File: src/design/ndm_pkg.sv
`timescale 1ns / 1ps
`default_nettype none
package ndm_pkg;

    localparam int NDM_NUM_ENTRIES = 256;
    localparam int NDM_VECTOR_LEN  = 128;
    localparam int NDM_ELEM_BITS   = 16;

    localparam int KEY_W   = 32;
    localparam int IDX_W   = 7;
    localparam int VAL_W   = 16;
    localparam int DIST_W  = 41;
    localparam int APB_AW  = 4;
    localparam int APB_DW  = 64;

    localparam logic [IDX_W-1:0]  LAST_INDEX   = 7'd127;
    localparam logic [DIST_W-1:0] DIST_MAX     = {DIST_W{1'b1}};
    localparam logic [DIST_W-1:0] THRESH_RESET = 41'd24159191;

    // register index taken from the byte address (8 bytes per register)
    localparam logic REG_THRESH = 1'b0;

    typedef enum logic [1:0] {
        OP_INSERT = 2'd0,
        OP_QUERY  = 2'd1,
        OP_DELETE = 2'd2,
        OP_CLEAR  = 2'd3
    } ndm_op_t;

    typedef enum logic [2:0] {
        RSP_MATCHED  = 3'd0,
        RSP_NO_MATCH = 3'd1,
        RSP_STORED   = 3'd2,
        RSP_FULL     = 3'd3,
        RSP_DELETED  = 3'd4,
        RSP_ABSENT   = 3'd5,
        RSP_CLEARED  = 3'd6
    } ndm_rsp_t;

    typedef struct packed {
        logic     take;
        logic     slot_clr;
        logic     slot_inc;
        logic     elem_clr;
        logic     elem_inc;
        logic     copy_issue;
        logic     mac_issue;
        logic     acc_clr;
        logic     best_clr;
        logic     best_upd;
        logic     commit;
        logic     key_rd;
        logic     key_best;
        logic     del_slot;
        logic     clr_all;
        logic     rsp_load;
        ndm_rsp_t rsp_code;
    } ndm_cmd_t;

    typedef struct packed {
        logic slot_valid;
        logic slot_last;
        logic elem_last;
        logic key_hit;
        logic found;
        logic pipe_busy;
        logic out_full;
    } ndm_stat_t;

endpackage
`default_nettype wire

File: src/design/ndm_ctrl.sv
`timescale 1ns / 1ps
`default_nettype none
module ndm_ctrl
    import ndm_pkg::*;
(
    input  wire logic      clk,
    input  wire logic      rst_n,
    input  wire logic      take,
    input  wire logic [1:0] opcode,
    input  wire logic      last,
    input  ndm_stat_t      stat,
    output logic           ready,
    output ndm_cmd_t       cmd
);

    typedef enum logic [12:0] {
        S_IDLE     = 13'b0000000000001,
        S_INS_SCAN = 13'b0000000000010,
        S_INS_COPY = 13'b0000000000100,
        S_INS_WAIT = 13'b0000000001000,
        S_Q_SCAN   = 13'b0000000010000,
        S_Q_MAC    = 13'b0000000100000,
        S_Q_WAIT   = 13'b0000001000000,
        S_Q_EVAL   = 13'b0000010000000,
        S_Q_DONE   = 13'b0000100000000,
        S_DEL_RD   = 13'b0001000000000,
        S_DEL_CMP  = 13'b0010000000000,
        S_RESP     = 13'b0100000000000,
        S_SPARE    = 13'b1000000000000
    } state_t;

    state_t   state_reg, state_next;
    ndm_rsp_t rsp_reg, rsp_next;

    always_ff @(posedge clk or negedge rst_n)
    begin
        if (!rst_n)
        begin
            state_reg <= S_IDLE;
            rsp_reg   <= RSP_CLEARED;
        end
        else
        begin
            state_reg <= state_next;
            rsp_reg   <= rsp_next;
        end
    end

    assign ready = (state_reg == S_IDLE);

    always_comb
    begin
        state_next   = state_reg;
        rsp_next     = rsp_reg;
        cmd          = '0;
        cmd.take     = take;
        cmd.rsp_code = rsp_reg;
        unique case (state_reg)
            S_IDLE:
            begin
                if (take)
                begin
                    priority if (opcode == OP_INSERT)
                    begin
                        if (last)
                        begin
                            cmd.slot_clr = 1'b1;
                            state_next   = S_INS_SCAN;
                        end
                    end
                    else if (opcode == OP_QUERY)
                    begin
                        if (last)
                        begin
                            cmd.slot_clr = 1'b1;
                            cmd.best_clr = 1'b1;
                            state_next   = S_Q_SCAN;
                        end
                    end
                    else if (opcode == OP_DELETE)
                    begin
                        cmd.slot_clr = 1'b1;
                        state_next   = S_DEL_RD;
                    end
                    else
                    begin
                        cmd.clr_all = 1'b1;
                        rsp_next    = RSP_CLEARED;
                        state_next  = S_RESP;
                    end
                end
            end
            S_INS_SCAN:
            begin
                priority if (!stat.slot_valid)
                begin
                    cmd.elem_clr = 1'b1;
                    state_next   = S_INS_COPY;
                end
                else if (stat.slot_last)
                begin
                    rsp_next   = RSP_FULL;
                    state_next = S_RESP;
                end
                else
                begin
                    cmd.slot_inc = 1'b1;
                end
            end
            S_INS_COPY:
            begin
                cmd.copy_issue = 1'b1;
                cmd.elem_inc   = 1'b1;
                if (stat.elem_last)
                begin
                    state_next = S_INS_WAIT;
                end
            end
            S_INS_WAIT:
            begin
                if (!stat.pipe_busy)
                begin
                    cmd.commit = 1'b1;
                    rsp_next   = RSP_STORED;
                    state_next = S_RESP;
                end
            end
            S_Q_SCAN:
            begin
                priority if (stat.slot_valid)
                begin
                    cmd.elem_clr = 1'b1;
                    cmd.acc_clr  = 1'b1;
                    state_next   = S_Q_MAC;
                end
                else if (stat.slot_last)
                begin
                    state_next = S_Q_DONE;
                end
                else
                begin
                    cmd.slot_inc = 1'b1;
                end
            end
            S_Q_MAC:
            begin
                cmd.mac_issue = 1'b1;
                cmd.elem_inc  = 1'b1;
                if (stat.elem_last)
                begin
                    state_next = S_Q_WAIT;
                end
            end
            S_Q_WAIT:
            begin
                if (!stat.pipe_busy)
                begin
                    state_next = S_Q_EVAL;
                end
            end
            S_Q_EVAL:
            begin
                cmd.best_upd = 1'b1;
                if (stat.slot_last)
                begin
                    state_next = S_Q_DONE;
                end
                else
                begin
                    cmd.slot_inc = 1'b1;
                    state_next   = S_Q_SCAN;
                end
            end
            S_Q_DONE:
            begin
                cmd.key_rd   = 1'b1;
                cmd.key_best = 1'b1;
                rsp_next     = stat.found ? RSP_MATCHED : RSP_NO_MATCH;
                state_next   = S_RESP;
            end
            S_DEL_RD:
            begin
                cmd.key_rd = 1'b1;
                state_next = S_DEL_CMP;
            end
            S_DEL_CMP:
            begin
                priority if (stat.slot_valid && stat.key_hit)
                begin
                    cmd.del_slot = 1'b1;
                    rsp_next     = RSP_DELETED;
                    state_next   = S_RESP;
                end
                else if (stat.slot_last)
                begin
                    rsp_next   = RSP_ABSENT;
                    state_next = S_RESP;
                end
                else
                begin
                    cmd.slot_inc = 1'b1;
                    state_next   = S_DEL_RD;
                end
            end
            S_RESP:
            begin
                if (!stat.out_full)
                begin
                    cmd.rsp_load = 1'b1;
                    state_next   = S_IDLE;
                end
            end
            default:
            begin
                state_next = S_IDLE;
            end
        endcase
    end

endmodule
`default_nettype wire

File: config.mk
export PLATFORM = sky130hd
export DESIGN_NAME = ndm_ctrl
export DESIGN_NICKNAME = d
export VERILOG_FILES = /design/src/design/ndm_pkg.sv /design/src/design/ndm_ctrl.sv
export SDC_FILE = /design/constraint.sdc
export NUM_CORES = 1
export LEC_CHECK = 0
export ABC_CLOCK_PERIOD_IN_PS = 6500
export BUFFER_PORTS_ARGS = -buffer_cell sky130_fd_sc_hd__buf_2
export CORE_ASPECT_RATIO = 1.1
export CORE_MARGIN = 5
export CORE_UTILIZATION = 57
export DETAILED_ROUTE_END_ITERATION = 16
export GPL_TIMING_DRIVEN = 1
export PLACE_DENSITY = 0.89
export SLEW_MARGIN = 15
export SYNTH_ARGS = -nofsm -noshare
export SYNTH_HDL_FRONTEND = slang
export SYNTH_SLANG_ARGS = --single-unit
File: constraint.sdc
create_clock -name clk -period 6.5 [get_ports clk]
set_input_delay 0.325 -clock clk [delete_from_list [all_inputs] [get_ports clk]]
set_output_delay 0.325 -clock clk [all_outputs]
set_load 0.02 [all_outputs]
==> results.md <==
* Reg2Reg Setup Slack at 4.10 ns
* H-Tree Depth at 1
* Switching part of the total power at 51.8%
* Largest family of logic cells by synthesized area: simple AND/OR/NAND/NOR gates
* Worst path cell trace: nor4_1, nand2_1, or3_1, nor4b_1, buf_2
* Avg WL per Cell at 17.0 µm
* Root Buffer Master: clkbuf_4
* Largest area contributor in the netlist: dfrtp_1
* Synth Register Bits at 15
* Setup bufs post-CTS at 0
* I/O pin total at 33
* Fmax achieved at 334 MHz
* ANT nets after route at 0
* HPWL after DPL at 2770 µm
* Synth top area cells: dfrtp_1 22%, dfstp_2 5.8%, nand2_1 3.9%, nor3_1 3.7%, nor2_1 3.6%
* Tightest Pin Transition at 0.849 ns
* Peak supply drop at approximately 0.29 mV
* Vias/cell at 6.55
* Clk buf depth at 2
* Crit Reg-Reg Startpoint: state_reg[3]$_DFFE_PN0P_
* Total die area at 3450 µm²
* Drc violations at 0
* Top Family by Delay on Critical Path: simple AND/OR/NAND/NOR gates
* CP bufs+invs at 1
* Setup crit end kind: output pin
* Internal Power at 322 µW
* CTS tree: yes
* Mean Syn Cell Area at about 8.2 µm²
* Power density cells at approximately 440 nW/µm²
* Comb pwr share at 65.1%
* Fin crit share at 46.1%
* Total gr overflow at 0
* Core area at 2250 µm²
* Critical path class: flip-flop to output pin
* Sequential fraction of the synthesis area at 28.0%
* Worst hold path depth at 3
* Fraction of layout instances using a drive strength above 1 at 29.4%
* Initial core utilization at between 60 and 70%
* Final min period at 2.99 ns
* Initial antenna violation count at 0
* Largest net degree at the start of global routing at 18
* Final setup vio count at 0
* Slew HR at 42.9%
* Max FO, Critical Path at 10
* Global placement routability congestion at 0.870
* Tot Pwr at between 600 and 700 µW
* RSZ-0062 raised after global routing: false
* Critical Path RT at 6.17 ns
* CP max-delay cell: nor4_1
* Final Max Tran Viols at 0
* DR vias at 1421
* Worst path max stage delay at 0.79 ns
* Clock sinks at 15
* Aggregate negative setup slack at 0 ns
* Complex-gate fraction of the synthesized area at 13.2%
* Worst EP arrival at about 2.7 ns
* Chip height at 61.1 µm
* Synthesized cell area at 1360 µm²
* Hold slack at 0.336 ns
* # rows at 18
* Power share of the sequential group at between 20% and 30%
* Final net count at 201
* Tot GR Track Use at 22.4%
* PortBufs at 32
* RR Endpoint: state_reg[4]$_DFFE_PN0P_
* Total routed wirelength at ~3700 µm
* Area Overhead vs Synth at 11.2%
* R2R depth at 5
* Post-synthesis simple-gate area fraction at 40.3%
* Leak at 0.789 nW
* Post-synth top area share at 22.2%
* CP Launch Type: flip-flop
* DRT Pass-1 Iters at 4
* Hold_buf cts at 1
* Final Hold Viols at 0
* Starting DRT DRC Count at 57
* Number of flip-flops in the largest register at 12
* XOR/XNOR Fraction of Synth Area at 3.23%
* Cells after synthesis at roughly 170
* Top post-synthesis cells by count: 14 x nand2_1, 13 x nor2_1, 12 x dfrtp_1, 10 x inv_1, 10 x nor3_1
* Hold Path Class: input port to flip-flop
* Post-synth EDFFs at 0
* DIE WIDTH at 56.5 µm
* Post-synthesis adder-cell area fraction at 0%
* Clock slew at the register clock pins of the worst setup and hold paths at 0.09 ns
* Async S/R FF share, synth at 100%
* Net switching power at 346 µW
* Mux contribution to synthesized area at under 10%
* Post_cts resized at 0
* Post-layout util at 66.9%
* N_diodes at 0
* Outcome: complete, no violations
* First-pass GRT wire length at 6090 µm
* Most frequent cell after synthesis: nand2_1
* Clock skew at 0.00111 ns
* Ys Warns at 0
* Min-delay src: stat[1]
* Num CTS Buffers at 3
* Top FF cell, synth: dfrtp_1
* Clock power share at 8.4%
* Vias in the first global route at 1336
* WHS Endpoint: state_reg[3]$_DFFE_PN0P_
* Synthesized Nets at 178
* Unique masters post-synth at 55
* Worst-skew pair later-pin latency at 0.29 ns
* Max_cap viols at 0
[how the worst max path moves through the flow]
stage	endpoint	from	cells after the start
global route	cmd[8]	state_reg[7]$_DFFE_PN0P_	5
CTS	cmd[8]	state_reg[7]$_DFFE_PN0P_	5
floorplan	cmd[10]	state_reg[9]$_DFFE_PN0P_	7
global placement	cmd[8]	state_reg[7]$_DFFE_PN0P_	5
finish	cmd[8]	state_reg[7]$_DFFE_PN0P_	5
detailed placement	cmd[8]	state_reg[7]$_DFFE_PN0P_	5
[metal layers]
layer | part of all wire, % | vias to the layer above | GRT usage (%)
met5 | 0 | - | 0
met4 | 2.1 | 0 | 11.5
met3 | 9.8 | 10 | 2.31
met2 | 47 | 94 | 40.3
met1 | 41 | 670 | 26.9
li1 | - | 647 | -
[cell usage in the layout (no fill, tap or decap), types with 3 or more instances in the layout]
cell type and n:
nand2_1 14, o21ai_0 5, inv_1 10, nand4_1 4, clkbuf_4 3, nor2_1 13, or3_1 3, xor2_1 5
mux2i_1 3, a21oi_1 3, dfrtp_1 12, dfstp_2 3, nand3_1 5, nor4_1 3, nor4b_1 4, buf_2 32
nor3_1 10, or4_1 3, o21ai_1 4
[power by group through the flow]
stage / clock [mW] / sequential [mW] / combinational, mW
after floorplan: 0 / 0.147 / 0.371
after global placement: 0 / 0.174 / 0.420
after detailed placement: 0 / 0.176 / 0.425
after CTS: 0.0564 / 0.175 / 0.429
after global routing: 0.0632 / 0.183 / 0.468
final: 0.0561 / 0.177 / 0.435
[cells by family (layout without fill, tap and decap cells)]
kind of cell,count (synthesis),after routing
buffers and inverters,26,48
multiplexers,7,7
XOR/XNOR,5,5
AO/OA/AOI/OAI,27,27
flip-flops,15,15
AND/OR/NAND/NOR,85,85
[tightest hold or removal path: stages]
cell and delay [ns]:
buf_2 0.13, nand3_1 0.08, a21oi_1 0.07
[through the flow]
| step | setup WS (ns) | instance area [µm²] | cells |
|---|---|---|---|
| after floorplan | 3.92 | 1360 | 165 |
| after global placement | 3.98 | 1470 | 212 |
| after detailed placement | 3.93 | 1470 | 212 |
| after CTS | 3.57 | 1510 | 217 |
| after global routing | 3.41 | 1510 | 217 |
| final | 3.51 | 1510 | 217 |
[layout make-up]
type / instances / area, µm²
multi-input combinational: 124 / 851
clock inverter: 1 / 5.00
sequential: 15 / 379
fill: 198 / 746
inverter: 11 / 41.3
timing repair buffer: 33 / 170
tap: 30 / 37.5
clock buffer: 3 / 22.5
Power figures use the tool's default switching activity.
